`src/hw/rtl/s2e_pkg.sv`:
```
// Shared constants, types and sizes for the 2x2 symmetric eigendecomposition block.
`default_nettype none
package s2e_pkg;

  // vector component format and width
  localparam int VEC_FRAC_BITS = 14;
  localparam int VEC_W         = 16;
  localparam int VEC_ONE       = 2 ** VEC_FRAC_BITS;

  // integer square root: one root bit per stage
  localparam int SQ_STEPS = 35;
  localparam int SQ_RAD_W = 2 * SQ_STEPS;
  localparam int SQ_REM_W = SQ_STEPS + 2;

  // unnormalized eigenvector components and their magnitudes
  localparam int COMP_W = 36;
  localparam int MAG_W  = 35;
  localparam int LO_W   = 18;
  localparam int HI_W   = MAG_W - LO_W;

  // normalizing divider: integer bit, fraction bits and a rounding bit
  localparam int DIV_STEPS = VEC_FRAC_BITS + 1;
  localparam int DIV_LAT   = DIV_STEPS + 2;

  // queue between front and back
  localparam int Q_DEPTH = 4;
  localparam int Q_AW    = $clog2(Q_DEPTH);

  // back pipeline: three setup stages, root, five vector stages, root, divider
  localparam int BACK_LAT = 3 + SQ_STEPS + 5 + SQ_STEPS + DIV_LAT;

  // classified matrix: difference, doubled off-diagonal and trace
  typedef struct packed {
    logic signed [32:0] d;
    logic signed [33:0] e;
    logic signed [32:0] tr;
  } mat_t;

  typedef struct packed {
    logic [31:0] eig_major;
    logic [31:0] eig_minor;
    logic        sat;
    logic        degen1;
    logic        degen2;
  } eig_t;

  typedef struct packed {
    logic signed [COMP_W-1:0] x1;
    logic signed [COMP_W-1:0] y1;
    logic signed [COMP_W-1:0] x2;
    logic signed [COMP_W-1:0] y2;
    eig_t                     eig;
  } vec_sb_t;

  // queue read side as seen by the back
  typedef struct packed {
    logic valid;
    mat_t item;
  } q_rd_t;

  typedef struct packed {
    eig_t             eig;
    logic [VEC_W-1:0] vec1_x;
    logic [VEC_W-1:0] vec1_y;
    logic [VEC_W-1:0] vec2_x;
    logic [VEC_W-1:0] vec2_y;
  } res_t;

endpackage
`default_nettype wire

```
`src/hw/rtl/s2e_front.sv`:
```
// Front classifier: forms difference, doubled off-diagonal and trace of a matrix.
`default_nettype none
module s2e_front (
  input  wire logic signed [31:0] diag_first,
  input  wire logic signed [31:0] diag_second,
  input  wire logic signed [31:0] off_diag,
  output s2e_pkg::mat_t           item
);

  always_comb begin
    item.d  = 33'(diag_first) - 33'(diag_second);
    item.e  = {off_diag[31], off_diag, 1'b0};
    item.tr = 33'(diag_first) + 33'(diag_second);
  end

endmodule
`default_nettype wire

```
`config.mk`:
```
export PLATFORM = sky130hd
export DESIGN_NAME = s2e_front
export DESIGN_NICKNAME = d
export VERILOG_FILES = /design/src/hw/rtl/s2e_pkg.sv /design/src/hw/rtl/s2e_front.sv
export SDC_FILE = /design/constraint.sdc
export NUM_CORES = 1
export LEC_CHECK = 0
export ABC_AREA = 1
export ABC_CLOCK_PERIOD_IN_PS = 4400
export BUFFER_PORTS_ARGS = -buffer_cell sky130_fd_sc_hd__buf_2
export CAP_MARGIN = 20
export CORE_MARGIN = 4
export CORE_UTILIZATION = 58
export DETAILED_ROUTE_END_ITERATION = 16
export PLACE_DENSITY_LB_ADDON = 0.08
export SETUP_SLACK_MARGIN = 0.1
export SLEW_MARGIN = 40
export SYNTH_ARGS = -nofsm -noshare
export SYNTH_HDL_FRONTEND = slang
export SYNTH_SLANG_ARGS = --single-unit
```
`constraint.sdc`:
```
create_clock -name vclk -period 4.4
set_input_delay 0.88 -clock vclk [all_inputs]
set_output_delay 0.88 -clock vclk [all_outputs]
set_load 0.01 [all_outputs]
```
==> results by group <==
Worst setup path
  • Crit-path cells: buf_2 > inv_1 > ha_1 > fa_1 > nor2_1 > o21ai_1 > nand2_2 > nand2_1 > nand2_2 > nand2_1 > nand2_1 > nand2_1 > nand2_1 > buf_2
  • CP most frequent cell: nand2_1
  • Setup crit end kind: primary output
  • Required time worst endpoint: 3.52 ns
  • Crit path kind: input port to primary output
  • Largest stage delay, worst path: 0.44 ns
  • Worst path slowest cell: fa_1
  • Critical path arrival: 2.73 ns
  • Critical Path Source Type: input port
  • CP Max Fanout: 3

Global route
  • Gr ovfl total: 0
  • Tot GR Track Use: 28.5%
  • Antenna violations before repair: 0
  • Largest net degree at the start of global routing: 10
  • Vias in the first global route: 5677
  • Global-route wire length before repair: 26.5 mm

Power and ir drop
  • Comb power frac: 100.0%
  • Worst VDD drop: 0.0865 mV
  • Seq pwr share: 0%
  • Int Pwr: 320 uW
  • PwrDens: 155 nW/um^2
  • Clock power frac: 0%
  • Net Sw Power: 597 uW
  • Leak: 4.00 nW
  • Sw Ratio: 65.1%

Status
  • Outcome: completed

STA
  • Hold Violations, Final: 0
  • Crit share post-route: 82.1%
  • Final Setup Violations: 0
  • Max-slew violation count: 0
  • Max Fclk: 0.277 GHz
  • Slew margin rel.: 58.8%
  • RSZ-0062 raised after global routing: no
  • Final WS setup: 0.786 ns
  • Setup_tns: 0 ns
  • Final Critical Period: 3.61 ns
  • Worst Tran Pin Value: 0.617 ns
  • Final hold slack: 1.76 ns

Final layout
  • Seq Cell Count: 0
  • Nets: 1323
  • Area growth, synth to finish: 5.00%
  • Diode count: 0
  • Share of post-route cells with drive strength above 1: 19.2%
  • Seq. cell area: 0 um^2
  • Final non-filler cell total: 1288
  • Final instance area: 5910 um^2
  • CLK BUF: 0

Yosys
  • Syn Area/Cell: 5.15 um^2
  • Compound-Gate Fraction of Synth Area: 6.14%
  • Syn Inst Count: 1093
  • Post-Syn Area: 5630 um^2
  • Simple-gate portion of the synthesized area: 47.2%
  • Post-synth top area cell: nand2_1
  • Largest family of logic cells by synthesized area: simple AND/OR/NAND/NOR gates
  • Synth Net Count: 1255
  • Synth top area cells: nand2_1 27%, inv_1 16%, ha_1 14%
  • Synth top area share: 27.0%
  • Synth warn: 0
  • Post-synthesis cell type count: 31
  • Post-Synth XOR/XNOR Area: 4.98%
  • Multiplexer share of the synthesized area: 0%
  • Share of the yosys chip area belonging to registers: 0%
  • Adder-Cell Fraction of Synth Area: 14.9%

Route
  • Total number of vias: 6294
  • Routed wire per std cell: 12.7 um
  • TritonRoute pass-1 iters: 7
  • Initial drt markers: 408
  • Vias/cell: 4.89
  • Final antenna-violating net count: 0
  • DRC viols: 0
  • Drt total wl: 16.4 mm

Placement
  • Post-DP Area: 5910 um^2
  • Placed Instances: 1288
  • Pre-CTS setup slack: 0.806 ns
  • Post-DP HPWL: 14.6 mm
  • Port Buf Inserts: 130
  • Routability Congestion: 0.975

Die
  • Die width: 106 um
  • Core area: 9330 um^2
  • Top-Level Pins: 196
  • Starting Density: 60.3%
  • Die ar.: 11300 um^2
  • Row cnt: 35
  • Die Span Y: 106 um

Hold path
  • Worst hold-check path type: input port to primary output

Clocking
  • Hold buffers post-CTS: 0
  • # resized after CTS: 0
  • Post-CTS Setup Inserts: 0

Flow run
  • Max-capacitance violation count: 0
[layout by cell type (no fill, tap or decap), types with 5 or more instances in the layout]
| master | instances |
|---|---|
| xor2_1 | 28 |
| nor2_1 | 77 |
| buf_2 | 130 |
| nand3_2 | 7 |
| o21ai_0 | 7 |
| nor2_2 | 27 |
| nand2_2 | 17 |
| inv_2 | 19 |
| ha_1 | 64 |
| a21oi_1 | 36 |
| nand3_1 | 47 |
| nor3_1 | 5 |
| a21oi_2 | 6 |
| nand2_1 | 405 |
| nand4_1 | 10 |
| nor3_2 | 7 |
| inv_1 | 238 |
| o21bai_1 | 7 |
[through the flow]
stage | utilization, % | total power [mW]
6_report | 63.3 | 0.917
5_1_grt | 63.3 | 1.02
4_1_cts | 63.3 | 0.911
3_5_place_dp | 63.3 | 0.906
3_3_place_gp | 63.3 | 0.906
2_1_floorplan | - | 0.672
[area by class of cell]
| cell class | instances | area, um^2 |
|---|---|---|
| inverters | 259 | 972 |
| repair buffers | 130 | 651 |
| multi-input cells | 770 | 4120 |
| fillers | 1063 | 3420 |
| well taps | 129 | 161 |
[logic make-up after synthesis]
| kind of cell | count (synthesis) |
|---|---|
| xor+xnor | 32 |
| simple gates | 612 |
| other cells | 1 |
| fa+ha+maj | 66 |
| buf+inv | 323 |
| compound gates | 59 |
[routing by layer]
layer | routed length [um] | vias up | track usage [%]
met2 | 6680 | 245 | 44.2
met3 | 1430 | 30 | 2.00
met1 | 7900 | 2721 | 42.9
li1 | - | 3298 | -
met5 | 0 | - | 0
met4 | 356 | 0 | 5.84
[worst max-delay path: cells and delay by family]
kind,cells,cell delay [ns]
buf+inv,3,0.26
compound gates,1,0.12
fa+ha+maj,2,0.65
simple gates,8,0.81
[path summary, 6_finish.rpt]
check	depth (start not counted)	start	endpoint
setup / recovery	14	diag_first[0]	item[99]
hold / removal	0	off_diag[0]	item[34]
[power by group through the flow]
stage | Combinational, mW | Clock, mW | Sequential [mW]
2_1_floorplan | 0.672 | 0 | 0
3_3_place_gp | 0.906 | 0 | 0
3_5_place_dp | 0.906 | 0 | 0
4_1_cts | 0.911 | 0 | 0
5_1_grt | 1.02 | 0 | 0
6_report | 0.917 | 0 | 0
[synthesized netlist by cell type, drive strengths merged]
master  number
a21oi       42
and2         3
buf         64
clkinv       2
conb         1
fa           2
ha          64
inv        257
nand2      425
nand3       54
nand4       10
nor2       108
nor3        12
o21ai        9
o21bai       8
xnor2        4
xor2        28
Power figures use the tool's default switching activity.
