===== src/hw/rtl/s2e_pkg.sv =====
// Shared constants, types and sizes for the 2x2 symmetric eigendecomposition block.
`default_nettype none
package s2e_pkg;

  // vector component format and width
  localparam int VEC_FRAC_BITS = 14;
  localparam int VEC_W         = 16;
  localparam int VEC_ONE       = 2 ** VEC_FRAC_BITS;

  // integer square root: one root bit per stage
  localparam int SQ_STEPS = 35;
  localparam int SQ_RAD_W = 2 * SQ_STEPS;
  localparam int SQ_REM_W = SQ_STEPS + 2;

  // unnormalized eigenvector components and their magnitudes
  localparam int COMP_W = 36;
  localparam int MAG_W  = 35;
  localparam int LO_W   = 18;
  localparam int HI_W   = MAG_W - LO_W;

  // normalizing divider: integer bit, fraction bits and a rounding bit
  localparam int DIV_STEPS = VEC_FRAC_BITS + 1;
  localparam int DIV_LAT   = DIV_STEPS + 2;

  // queue between front and back
  localparam int Q_DEPTH = 4;
  localparam int Q_AW    = $clog2(Q_DEPTH);

  // back pipeline: three setup stages, root, five vector stages, root, divider
  localparam int BACK_LAT = 3 + SQ_STEPS + 5 + SQ_STEPS + DIV_LAT;

  // classified matrix: difference, doubled off-diagonal and trace
  typedef struct packed {
    logic signed [32:0] d;
    logic signed [33:0] e;
    logic signed [32:0] tr;
  } mat_t;

  typedef struct packed {
    logic [31:0] eig_major;
    logic [31:0] eig_minor;
    logic        sat;
    logic        degen1;
    logic        degen2;
  } eig_t;

  typedef struct packed {
    logic signed [COMP_W-1:0] x1;
    logic signed [COMP_W-1:0] y1;
    logic signed [COMP_W-1:0] x2;
    logic signed [COMP_W-1:0] y2;
    eig_t                     eig;
  } vec_sb_t;

  // queue read side as seen by the back
  typedef struct packed {
    logic valid;
    mat_t item;
  } q_rd_t;

  typedef struct packed {
    eig_t             eig;
    logic [VEC_W-1:0] vec1_x;
    logic [VEC_W-1:0] vec1_y;
    logic [VEC_W-1:0] vec2_x;
    logic [VEC_W-1:0] vec2_y;
  } res_t;

endpackage
`default_nettype wire


===== src/hw/rtl/s2e_queue.sv =====
// Short FIFO between the front classifier and the back pipeline.
`default_nettype none
module s2e_queue (
  input  wire logic          clk,
  input  wire logic          rst,
  input  wire logic          wr_en,
  input  wire s2e_pkg::mat_t wr_data,
  output logic               full,
  input  wire logic          rd_en,
  output s2e_pkg::q_rd_t     rd
);

  s2e_pkg::mat_t                mem [0:s2e_pkg::Q_DEPTH-1];
  logic [s2e_pkg::Q_AW-1:0]     wr_ptr;
  logic [s2e_pkg::Q_AW-1:0]     rd_ptr;
  logic [s2e_pkg::Q_AW:0]       count;
  logic                         do_wr;
  logic                         do_rd;

  assign full  = (count == (s2e_pkg::Q_AW+1)'(s2e_pkg::Q_DEPTH));
  assign do_wr = wr_en && !full;
  assign do_rd = rd_en && (count != '0);

  assign rd.valid = (count != '0);
  assign rd.item  = mem[rd_ptr];

  // storage
  always_ff @(posedge clk) begin
    if (do_wr) begin
      mem[wr_ptr] <= wr_data;
    end
  end

  // pointers and fill level
  always_ff @(posedge clk) begin
    if (rst) begin
      wr_ptr <= '0;
      rd_ptr <= '0;
      count  <= '0;
    end else begin
      if (do_wr) begin
        wr_ptr <= wr_ptr + 1'b1;
      end
      if (do_rd) begin
        rd_ptr <= rd_ptr + 1'b1;
      end
      case ({do_wr, do_rd})
        2'b10:   count <= count + 1'b1;
        2'b01:   count <= count - 1'b1;
        default: count <= count;
      endcase
    end
  end

endmodule
`default_nettype wire


===== config.mk =====
export PLATFORM = sky130hd
export DESIGN_NAME = s2e_queue
export DESIGN_NICKNAME = d
export VERILOG_FILES = /design/src/hw/rtl/s2e_pkg.sv /design/src/hw/rtl/s2e_queue.sv
export SDC_FILE = /design/constraint.sdc
export NUM_CORES = 1
export LEC_CHECK = 0
export ABC_CLOCK_PERIOD_IN_PS = 10200
export BUFFER_PORTS_ARGS = -buffer_cell sky130_fd_sc_hd__buf_2
export CAP_MARGIN = 10
export CORE_UTILIZATION = 34
export CTS_CLUSTER_SIZE = 20
export DETAILED_ROUTE_END_ITERATION = 10
export PLACE_DENSITY = 0.54
export REMOVE_ABC_BUFFERS = 1
export SYNTH_ARGS = -nofsm -noshare
export SYNTH_HDL_FRONTEND = slang
export SYNTH_SLANG_ARGS = --single-unit

===== constraint.sdc =====
create_clock -name clk -period 10.2 [get_ports clk]
set_clock_uncertainty 0.15 [all_clocks]
set_input_delay 2.04 -clock clk [delete_from_list [all_inputs] [get_ports clk]]
set_output_delay 2.04 -clock clk [all_outputs]
set_load 0.1 [all_outputs]

==> metrics.md <==
| Metric | Value |
|---|---|
| CP required | 8010 ps |
| # nets final | 918 |
| Slew headroom | 34.9% |
| Arr. time, crit path | 3130 ps |
| Largest net degree at the start of global routing | 60 |
| Sequential-to-total area share from yosys stat | 81.3% |
| Vias in the first global route | 7,021 |
| Met3 GRT Util | 3.94% |
| DRC viols | 0 |
| GRT overflow | 0 |
| Gate Count Post-Synth | 574 |
| Met2 global-route usage | 21.3% |
| Finished Cell Area | 17,900 um^2 |
| Crit. End Element | output pin |
| Hold Crit Depth | 2 |
| Routed WL | 29.3 mm |
| Mapped Avg Cell Area | 26.1 um^2 |
| DRC marker count from the first detailed-route iteration | 316 |
| Min cycle time layout | 5320 ps |
| Port bufs | 205 |
| Initial core utilization | 34.7% |
| Post-CTS Resized | 0 |
| TritonCTS clock tree | done |
| Status | finished, final reports clean |
| Fmax | 188 MHz |
| I/O pins | 206 |
| Remaining antenna violation count | 0 |
| Area leader, netlist | edfxtp_1 |
| Most area-consuming cells after synthesis | edfxtp_1, mux4_2, buf_12 |
| GRT busiest layer | met2 |
| First drt pass iteration count | 4 |
| Yosys warnings | 0 |
| Max-slew violation count | 0 |
| Worst-path fanout max | 40 |
| Min-Delay Path Class | flop to flop |
| Clock Sinks | 409 |
| Worst R2R Start | count[0]$_SDFFE_PP0P_ |
| Wirelength per Cell | 20.5 um |
| Final period util | 52.2% |
| Die Y | 212 um |
| Cts hold-fix bufs | 0 |
| Htree depth | 2 |
| GRT Total Usage | 13.4% |
| Kind of critical path | flop to output pin |
| Setup Viol. Count Final | 0 |
| Hold path startpoint | wr_ptr[1]$_SDFFE_PP0P_ |
| RSZ-0062 raised after global routing | false |
| Global-route wire length before repair | 44.0 mm |
| DP Area | 16,600 um^2 |
| Core area | 43,300 um^2 |
| Fin. Hold Viols | 0 |
| Hold Path Sink | wr_ptr[1]$_SDFFE_PP0P_ |
| Reg-to-reg critical path endpoint | mem[2][74]$_DFFE_PP_ |
| Clock root buffer | clkbuf_16 |
| Max_cap viols | 0 |
| Clock Path Buffers | 3 |
| Via/cell ratio | 4.62 |
| Share of cells above drive strength 1 | 44.9% |
| Synth top area share | 80.1% |
| Mapped Area | 15,000 um^2 |
| Routability cong. | 0.671 |
| Setup bufs post-CTS | 0 |
| Netlist cell types | 22 |
| Cell depth of the worst flop-to-flop path | 4 |
| Core Rows | 76 |
| Synthesis-stage register bit count | 409 |
| Clock transition at the registers of the reported paths | 60 ps |
| Reg2reg setup slack | 7180 ps |
| DIE WIDTH | 212 um |
| CP Launch Type | flop |
| DR vias | 6,611 |
| Fin Setup TNS | 0 ps |
| Synth-to-layout area growth | 19.3% |
| Die Area | 45,000 um^2 |
| M1 GR Usage | 17.4% |
| Clock Latency Late Sink | 550 ps |
| Total CTS buffers | 43 |
| Hpwl dp | 16.6 mm |
| Worst Tran Pin Value | 977 ps |
| Initial antenna violation count | 7 |
synth_stat cells, drive strengths merged:
library cell / count
and2: 4
edfxtp: 400
nor3b: 1
mux2i: 1
o21ai: 2
o31a: 1
xnor2: 1
fa: 1
or3: 3
o311ai: 1
a21oi: 3
nand2b: 2
dfxtp: 9
mux4: 100
xor2: 3
buf: 23
ha: 5
inv: 7
nor2: 7
worst max-delay path, stage by stage (launching register included):
cell and delay, ps:
dfxtp_4 820, buf_4 810, mux4_2 640, buf_2 320
cells by family (layout without fill, tap and decap cells):
group                    Yosys count  count (layout)  share of synthesized area, %
multiplexers                     101             101                          15.1
AND/OR/NAND/NOR                   17              17                         0.634
XOR/XNOR                           4               4                         0.234
buffers and inverters             30             298                          1.97
adder cells (fa/ha/maj)            6               6                         0.550
AO/OA/AOI/OAI                      7               7                         0.284
flip-flops                       409             409                          81.3
other                              0               3                             0
sequential cells by signal, indices dropped and copies added (netlist names), named ones only:
register,cells
count,3
wr_ptr,2
rd_ptr,2
mem,400
layer usage:
metal,routed length (um),vias up
met4,594,8
li1,-,2947
met3,1830,51
met1,12700,3444
met5,50,-
met2,14200,161
cell type report:
cell class,count,area (um^2)
Antenna cell,3,7.51
Clock buffer,60,1210
Clock inverter,19,113
Fill cell,3840,25400
Inverter,7,26.3
Multi-Input combinational cell,135,2530
Sequential cell,409,12200
Tap cell,585,732
Timing Repair Buffer,212,1080
placed cells by master, fill, tap and decap left out, drive strengths merged:
| master | count |
|---|---|
| a21oi | 3 |
| and2 | 4 |
| buf | 212 |
| bufinv | 1 |
| clkbuf | 60 |
| clkinv | 17 |
| clkinvlp | 1 |
| dfxtp | 9 |
| diode | 3 |
| edfxtp | 400 |
| fa | 1 |
| ha | 5 |
| inv | 7 |
| mux2i | 1 |
| mux4 | 100 |
| nand2b | 2 |
| nor2 | 7 |
| nor3b | 1 |
| o21ai | 2 |
| o311ai | 1 |
| o31a | 1 |
| or3 | 3 |
| xnor2 | 1 |
| xor2 | 3 |
how the worst max path moves through the flow:
stage | start | end | slack [ps] | cells past startpoint
6_report | flop | rd[99] | 4880 | 3
4_1_cts | flop | rd[37] | 4700 | 3
2_1_floorplan | flop | rd[0] | 2820 | 1
3_5_place_dp | flop | rd[72] | 5310 | 3
5_1_grt | flop | rd[72] | 4590 | 3
3_3_place_gp | flop | rd[72] | 5310 | 3
metrics by stage:
stage	setup slack, ps	utilization (%)	std cells	hold WS (ps)
after floorplan	2820	-	551	326
after global placement	5310	38.3	1348	349
after detailed placement	5310	38.3	1348	366
after CTS	4700	41.3	1427	375
after global routing	4590	41.3	1427	396
final	4880	41.4	1430	375
Power is not shown: default switching activity piles up to over one toggle a cycle in this logic, so the estimate is an artifact.
